## src/hdl/gdc_pkg.sv

```systemverilog
package gdc_pkg;

  localparam int GRID_ROWS   = 33;
  localparam int GRID_COLS   = 33;
  localparam int ROW_W       = $clog2(GRID_ROWS);
  localparam int COL_W       = $clog2(GRID_COLS);
  localparam int CELLS       = GRID_ROWS * GRID_COLS;
  localparam int ADDR_W      = $clog2(CELLS);
  localparam int STACK_DEPTH = 256;
  localparam int SP_W        = $clog2(STACK_DEPTH);
  localparam int CNT_W       = SP_W + 1;
  localparam int ENTRY_W     = ROW_W + COL_W;
  localparam int RND_W       = 16;
  localparam int OUT_COORD_W = 6;
  localparam int OUT_DEPTH_W = 9;

  // linear index of the start cell (1,1)
  localparam logic [ADDR_W-1:0] START_ADDR = ADDR_W'(GRID_COLS + 1);
  localparam logic [ADDR_W-1:0] LAST_ADDR  = ADDR_W'(CELLS - 1);

  typedef enum logic [1:0] {
    ACT_CARVE = 2'd0,
    ACT_BACK  = 2'd1,
    ACT_START = 2'd2,
    ACT_DONE  = 2'd3
  } act_t;

  typedef enum logic [1:0] {
    DIR_UP    = 2'd0,
    DIR_LEFT  = 2'd1,
    DIR_RIGHT = 2'd2,
    DIR_DOWN  = 2'd3
  } dir_t;

  typedef enum logic [3:0] {
    ST_IDLE,
    ST_CLR,
    ST_OPEN11,
    ST_TOPRD,
    ST_NB,
    ST_PICK,
    ST_OPENC,
    ST_OPENW,
    ST_EMIT
  } state_t;

  typedef struct packed {
    logic             ok;
    logic [ROW_W-1:0] row;
    logic [COL_W-1:0] col;
  } step_t;

endpackage

```

## src/hdl/gdc_pick.sv

```systemverilog
module gdc_pick (
  input  logic [3:0]               mask,
  input  logic [gdc_pkg::RND_W-1:0] rnd,
  output gdc_pkg::dir_t            sel
);
  import gdc_pkg::*;

  // 4 is 1 mod 3, so the base-4 digit sum keeps the residue
  function automatic logic [1:0] mod3(input logic [RND_W-1:0] v);
    logic [4:0] s;
    logic [2:0] t;
    s = '0;
    for (int i = 0; i < RND_W / 2; i++) begin
      s = s + 5'(v[2*i +: 2]);
    end
    t = 3'(s[1:0]) + 3'(s[3:2]) + 3'(s[4]);
    if (t >= 3'd6) begin
      t = t - 3'd6;
    end else if (t >= 3'd3) begin
      t = t - 3'd3;
    end
    return t[1:0];
  endfunction

  logic [2:0] n;
  logic [1:0] k;
  logic [2:0] seen;

  always_comb begin
    n = 3'(mask[0]) + 3'(mask[1]) + 3'(mask[2]) + 3'(mask[3]);
    case (n)
      3'd2:    k = {1'b0, rnd[0]};
      3'd3:    k = mod3(rnd);
      3'd4:    k = rnd[1:0];
      default: k = 2'd0;
    endcase
    // k-th candidate in up, left, right, down order
    sel  = DIR_UP;
    seen = '0;
    for (int i = 0; i < 4; i++) begin
      if (mask[i]) begin
        if (seen == {1'b0, k}) begin
          sel = dir_t'(2'(i));
        end
        seen = seen + 3'd1;
      end
    end
  end

endmodule

```

## config.mk

```make
export PLATFORM = sky130hd
export DESIGN_NAME = gdc_pick
export DESIGN_NICKNAME = d
export VERILOG_FILES = /design/src/hdl/gdc_pkg.sv /design/src/hdl/gdc_pick.sv
export SDC_FILE = /design/constraint.sdc
export NUM_CORES = 1
export LEC_CHECK = 0
export BUFFER_PORTS_ARGS = -buffer_cell sky130_fd_sc_hd__buf_2
export CAP_MARGIN = 25
export CORE_MARGIN = 5
export CORE_UTILIZATION = 57
export DETAILED_ROUTE_END_ITERATION = 8
export PLACE_DENSITY = 0.95
export SLEW_MARGIN = 10
export SYNTH_ARGS = -nofsm -noshare
export SYNTH_HDL_FRONTEND = slang
export SYNTH_SLANG_ARGS = --single-unit
```

## constraint.sdc

```tcl
create_clock -name vclk -period 7.1
set_clock_uncertainty 0.15 [all_clocks]
set_input_delay 0.71 -clock vclk [all_inputs]
set_output_delay 0.71 -clock vclk [all_outputs]
set_load 0.03 [all_outputs]
```

==> flow_summary.ini <==
[drt]
met1_length_um = 726
wl_um = 2064
route.detailed.drc = 0
antenna_left = 0
top_layer = met4
vias = 740
drt_iter0_markers = 12
route.met2.wl_um = 1183
dr_wl_met3_um = 79
via_per_inst = 5.522
firstDrtPassIters = 4
wire_per_inst_um = 15.40

[place]
post_dp_cell_area_um2 = 945.9
numPortBuffers = 22
place.gp.congestion = 0.7727
pre_cts_ws_ns = -0.04685
dp_hpwl_um = 1584

[synth]
synth.largest_area_cell = fa_1
synth_common_cells = inv_1 (28), fa_1 (14), ha_1 (11)
netlist_top_cells_area = fa_1 (34%), ha_1 (17%), inv_1 (13%), o21ai_0 (4.3%), xnor2_1 (4.3%)
synth_cell_types = 26
synthCells = 94
avgSynthCellArea_um2 = 8.652
syn-num-nets = 139
synth_warnings = 0
synth_seq_area_share_pct = 0
synth_area_um2 = 813.3
synth.most_common_cell = inv_1
yosys.area.top_type_share_pct = 34.46

[floorplan]
die_area_mm2 = 0.002282
die_h_um = 47.78
floorplan.core_area_mm2 = 0.001318
core.rowCount = 13
start_util_pct = 61.73
io_pins = 22
die_width_um = 47.78

[finish]
drive_gt1_share_pct = 31.93
diodes = 0
fillCellCount = 95
postLayoutCellArea_mm2 = 0.001056
seq_area_um2 = 0
multi_input_area_um2 = 790.8
area_growth_pct = 29.85
seq_cells = 0
nets = 166
nClkBuffers = 0

[status]
status = complete, no violations

[grt]
grt_pass1_vias = 716
track_usage_pct = 18.87
grt_max_degree = 10
grt-ovfl-total = 0
antenna_found_initial = 0
grt_pass1_wl_um = 3056

[timing]
drv_slew = 0
setup_viol = 0
timing.slew.headroom_pct = 62.04
fin_crit_sh_pct = 98.26
hold_viol = 0
setup_slack_ns = 0.1236
fmaxAchievable_mhz = 143.3
tightestPinTransition_ns = 0.5635
period_needed_ns = 6.976
fin_tns_setup_ns = 0

[worst_setup_path]
path_max_fanout = 5
worstSetupPathType = input port to output port
end_kind = output port
start_kind = input port
cp.arrival_ns = 6.12
cp_data_required_time_ns = 6.24

[job]
drv_cap = 0

[worst_hold_path]
hp-class = input port to output port
metrics by stage:
step / util, % / hold slack, ns / std cells
after global routing: 80.15 / 1.728 / 134
after CTS: 74.74 / 1.685 / 133
after detailed placement: 71.79 / 1.688 / 131
final: 80.15 / 1.709 / 134
after global placement: 71.79 / 1.680 / 131
after floorplan: - / 1.502 / 94
metal layers:
layer,vias up,GRT usage (%)
met5,-,0
met4,0,7.527
met3,8,0.7519
met2,25,36.41
met1,350,21.25
li1,357,-
path summary, 6_finish.rpt:
| path | slack [ns] | endpoint | start | cells after the start |
|---|---|---|---|---|
| worst max-delay path | 0.12 | sel[0] | rnd[7] | 21 |
| worst min-delay path | 1.71 | sel[0] | mask[1] | 4 |
worst max-delay path: stages:
cell     delay, ns
buf_2         0.08
inv_1         0.04
fa_1          0.54
inv_1         0.07
fa_1          0.57
fa_1          0.44
fa_1          0.53
ha_2          0.19
fa_1          0.41
inv_1         0.10
fa_2          0.20
inv_2         0.04
fa_2          0.61
ha_1          0.24
nor2_1        0.07
a211o_1       0.35
a31oi_4       0.28
buf_6         0.14
mux2i_1       0.21
o22ai_1       0.11
buf_4         0.18
cells by family (layout without fill, tap and decap cells):
group | Yosys count | count (layout) | share of synthesized area, %
adders and majority gates | 25 | 25 | 51.38
and+or+nand+nor | 14 | 14 | 9.847
muxes | 2 | 2 | 2.462
buffers and inverters | 29 | 53 | 13.38
AOI/OAI and AO/OA | 18 | 19 | 16.46
xor gates and xnor gates | 6 | 6 | 6.461
what timing repair did:
action                                  4_1_cts  5_1_grt
pin swaps                                     1        9
hold buffers                                  0        0
resized for setup                             4       13
setup buffers                                 1        1
cloned                                        1        0
endpoints found under the setup margin        2        2
final cells by class:
class	instances	area share, %
inverters	28	9.953
repair buffers	25	13.39
multi-input cells	66	74.88
well taps	15	1.777
cells in the final DEF (no fill, tap or decap), types with 3 or more instances in the layout:
cell type / n
inv_1: 27
buf_2: 20
fa_1: 12
ha_1: 9
o21ai_0: 5
buf_4: 4
nor2_1: 3
nand2_1: 3
Power is left out: the tool's default activity adds up to more than one toggle a clock period on the data nets, which glitch-free logic cannot reach.
