### src/hdl/gdc_pkg.sv
package gdc_pkg;

  localparam int GRID_ROWS   = 33;
  localparam int GRID_COLS   = 33;
  localparam int ROW_W       = $clog2(GRID_ROWS);
  localparam int COL_W       = $clog2(GRID_COLS);
  localparam int CELLS       = GRID_ROWS * GRID_COLS;
  localparam int ADDR_W      = $clog2(CELLS);
  localparam int STACK_DEPTH = 256;
  localparam int SP_W        = $clog2(STACK_DEPTH);
  localparam int CNT_W       = SP_W + 1;
  localparam int ENTRY_W     = ROW_W + COL_W;
  localparam int RND_W       = 16;
  localparam int OUT_COORD_W = 6;
  localparam int OUT_DEPTH_W = 9;

  // linear index of the start cell (1,1)
  localparam logic [ADDR_W-1:0] START_ADDR = ADDR_W'(GRID_COLS + 1);
  localparam logic [ADDR_W-1:0] LAST_ADDR  = ADDR_W'(CELLS - 1);

  typedef enum logic [1:0] {
    ACT_CARVE = 2'd0,
    ACT_BACK  = 2'd1,
    ACT_START = 2'd2,
    ACT_DONE  = 2'd3
  } act_t;

  typedef enum logic [1:0] {
    DIR_UP    = 2'd0,
    DIR_LEFT  = 2'd1,
    DIR_RIGHT = 2'd2,
    DIR_DOWN  = 2'd3
  } dir_t;

  typedef enum logic [3:0] {
    ST_IDLE,
    ST_CLR,
    ST_OPEN11,
    ST_TOPRD,
    ST_NB,
    ST_PICK,
    ST_OPENC,
    ST_OPENW,
    ST_EMIT
  } state_t;

  typedef struct packed {
    logic             ok;
    logic [ROW_W-1:0] row;
    logic [COL_W-1:0] col;
  } step_t;

endpackage

### src/hdl/gdc_step_unit.sv
module gdc_step_unit (
  input  logic [gdc_pkg::ROW_W-1:0]  base_row,
  input  logic [gdc_pkg::COL_W-1:0]  base_col,
  input  gdc_pkg::dir_t              dir,
  input  logic                       far,
  output gdc_pkg::step_t             res,
  output logic [gdc_pkg::ADDR_W-1:0] addr
);
  import gdc_pkg::*;

  localparam logic [ROW_W:0]      ROWS_X = (ROW_W + 1)'(GRID_ROWS);
  localparam logic [COL_W:0]      COLS_X = (COL_W + 1)'(GRID_COLS);
  localparam logic [ADDR_W-1:0]   COLS_A = ADDR_W'(GRID_COLS);

  logic [ROW_W:0] row_x, dist_r, nrow;
  logic [COL_W:0] col_x, dist_c, ncol;
  logic           ok;

  always_comb begin
    row_x  = {1'b0, base_row};
    col_x  = {1'b0, base_col};
    dist_r = far ? (ROW_W + 1)'(2) : (ROW_W + 1)'(1);
    dist_c = far ? (COL_W + 1)'(2) : (COL_W + 1)'(1);
    nrow   = row_x;
    ncol   = col_x;
    ok     = 1'b0;
    case (dir)
      DIR_UP: begin
        ok   = row_x >= dist_r;
        nrow = row_x - dist_r;
      end
      DIR_LEFT: begin
        ok   = col_x >= dist_c;
        ncol = col_x - dist_c;
      end
      DIR_RIGHT: begin
        ncol = col_x + dist_c;
        ok   = ncol < COLS_X;
      end
      DIR_DOWN: begin
        nrow = row_x + dist_r;
        ok   = nrow < ROWS_X;
      end
      default: begin
        ok = 1'b0;
      end
    endcase
    res.ok  = ok;
    res.row = nrow[ROW_W-1:0];
    res.col = ncol[COL_W-1:0];
    // row-major cell index, one constant multiply
    addr    = ADDR_W'(res.row) * COLS_A + ADDR_W'(res.col);
  end

endmodule

### config.mk
export PLATFORM = sky130hd
export DESIGN_NAME = gdc_step_unit
export DESIGN_NICKNAME = d
export VERILOG_FILES = /design/src/hdl/gdc_pkg.sv /design/src/hdl/gdc_step_unit.sv
export SDC_FILE = /design/constraint.sdc
export NUM_CORES = 1
export LEC_CHECK = 0
export ABC_AREA = 1
export BUFFER_PORTS_ARGS = -buffer_cell sky130_fd_sc_hd__buf_4
export CAP_MARGIN = 10
export CELL_PAD_IN_SITES_DETAIL_PLACEMENT = 1
export CELL_PAD_IN_SITES_GLOBAL_PLACEMENT = 1
export CORE_ASPECT_RATIO = 1.25
export CORE_UTILIZATION = 35
export DETAILED_ROUTE_END_ITERATION = 12
export GPL_TIMING_DRIVEN = 0
export PLACE_DENSITY_LB_ADDON = 0.1
export REMOVE_ABC_BUFFERS = 1
export SLEW_MARGIN = 15
export SYNTH_ARGS = -nofsm -noshare
export SYNTH_HDL_FRONTEND = slang
export SYNTH_SLANG_ARGS = --single-unit
### constraint.sdc
create_clock -name vclk -period 3.8
set_input_delay 0.38 -clock vclk [all_inputs]
set_output_delay 0.38 -clock vclk [all_outputs]
set_load 0.02 [all_outputs]
==> results.ini <==
[power_and_ir_drop]
swShare_pct = 55.83
power_uw = 563.3
switchingPower_uw = 314.5
p_leak_uw = 0.001086
power_frac_seq_pct = 0
p_clk_share_pct = 0
power_frac_comb_pct = 100.0
internal_power_uw = 248.8
powerDensity_mw_per_mm2 = 257.1
vdd_drop_max_mv = 0.1138

[critical_path]
startpoint_type = input port
worstSetupEndpointType = primary output
slowest_delay_ns = 0.26
cp.arrival_ns = 3.23
crit_required_ns = 3.42
cp_common_cell = nand2_1
cp_max_fo = 7
cpMaxStageDelayCell = ha_4
worstSetupPathType = input port to primary output

[cells_and_area]
final_util_pct = 53.88
nFlopsAndLatches = 0
area_delta_synth_final_pct = 48.52
clkbuf_count = 0
fillers = 550
nets = 339
stdcell_area_sq_mm = 0.002191
regArea_sq_um = 0
insertedDiodeCount = 0
final_layout_size_suffix_gt1_share_pct = 35.86
multi_input_area_sq_mm = 0.001548

[placement]
port_buffers = 39
place_hpwl_um = 3932
dpl-instance-area_sq_mm = 0.001794
routabilityCongestion = 0.8713

[routing]
wire_per_inst_um = 14.44
drt-total-wl_um = 4996
route.vias.total = 1782
first_pass_iters = 5
ant_nets = 0
drc = 0
routed_via_density = 5.150
drtIter0Drc = 39

[outcome]
status = complete, no violations

[sta]
fin_tns_setup_ns = 0
hold_violations = 0
whs_ns = 1.178
slew_headroom_pct = 76.76
post-route-period-util_pct = 95.12
worstMarginPinSlew_ns = 0.3450
fmax_mhz = 276.7
slew_violations = 0
setup_violations = 0
post-route-min-period_ns = 3.615

[floorplan]
initial_utilization_pct = 36.28
coreArea_sq_mm = 0.004066
die_area_sq_mm = 0.004480
die_y_um = 74.59
ios = 39
die_w_um = 60.07
fp-row-count = 26

[logic_synthesis]
synth.most_common_cell = nand2_1
synth-xor-area-share_pct = 5.344
synth_fa_ha_area_share_pct = 29.69
yosys-top-cells-area = ha_1, nand2_1, inv_1, nand3_1, fa_1
syn-cell-area_sq_mm = 0.001475
synth_simple_gate_area_share_pct = 35.03
ys_seq_area_share_pct = 0
synth_warnings = 0
synth_mux_area_share_pct = 0
avgSynthCellArea_sq_um = 5.997
synth_top_family_by_area = simple AND/OR/NAND/NOR gates
synth_compound_area_share_pct = 15.78
synth_top_area_cell = ha_1
synthDistinctLibCells = 33
synth_top_area_share_pct = 22.90
synth_common_cells = nand2_1, inv_1, ha_1, nand3_1, nor2_1
synth_cells = 246

[global_route]
grtUsageTotal_pct = 22.30
antenna_found_initial = 0
globalRouteOverflowTotal = 0
grt_pass1_vias = 1724
grt_first_pass_wirelength_um = 7583
grt_max_degree = 14

[hold_path]
worstHoldPathType = input port to primary output

[job]
cap_violations = 0

[clock_tree]
cts-hold-fix-buffers = 0

[per-layer routing]
layer | track usage [%] | vias to the layer above | routed length, um
met3 | 0.1739 | 6 | 88
met4 | 2.842 | 0 | 91
met5 | 0 | - | 0
li1 | - | 891 | -
met2 | 46.42 | 32 | 2843
met1 | 25.00 | 853 | 1973
[cell type report]
class	count	share of cell area, %
Timing Repair Buffer	50	18.28
Tap cell	56	3.198
Inverter	44	7.881
Multi-Input combinational cell	196	70.65
[cell usage in the layout (no fill, tap or decap), types with 2 or more instances in the layout]
cell	count
nand4_1	5
buf_12	2
nand3_1	20
a21oi_2	2
buf_4	48
fa_2	4
nor2_4	3
o211ai_1	2
clkinvlp_4	2
o21ai_2	7
nand3_2	6
xor2_1	5
xnor2_1	3
a21oi_1	8
o21ai_0	7
inv_1	35
o21a_1	2
o21ai_1	2
nand2_1	62
ha_1	12
ha_4	14
nor2_1	15
inv_2	7
[worst max-delay path: cells and delay by family]
kind | cells | cell delay [ns]
AND/OR/NAND/NOR | 14 | 1.09
adder cells (fa/ha/maj) | 4 | 0.97
buffers and inverters | 6 | 0.60
AO/OA/AOI/OAI | 1 | 0.20
[through the flow]
step / std cells / setup slack (ns)
after global routing: 346 / -0.06119
after detailed placement: 335 / -0.3055
after global placement: 335 / -0.2842
final: 346 / 0.1854
after CTS: 338 / 0.003075
after floorplan: 240 / -0.00004130
[power groups by stage]
stage	combinational, uW	clock, uW	sequential, uW
global route	613	0	0
global placement	446	0	0
CTS	519	0	0
floorplan	287	0	0
detailed placement	456	0	0
finish	563	0	0
[what timing repair did]
item,in CTS,in global routing
setup buffers,3,8
resized for setup,34,22
pin swaps,5,12
setup endpoints to repair,6,6
[logic make-up (layout without fill, tap and decap cells)]
logic type	count (synthesis)	count (layout)
and+or+nand+nor	116	116
buffers and inverters	50	94
AOI/OAI and AO/OA	39	39
adders and majority gates	32	32
xor gates and xnor gates	9	9
[worst paths after layout]
| check | startpoint | endpoint | slack, ns | cells after the start |
|---|---|---|---|---|
| hold / removal | base_col[4] | res[4] | 1.18 | 4 |
| setup / recovery | far | addr[10] | 0.19 | 25 |
Power figures use the tool's default switching activity.
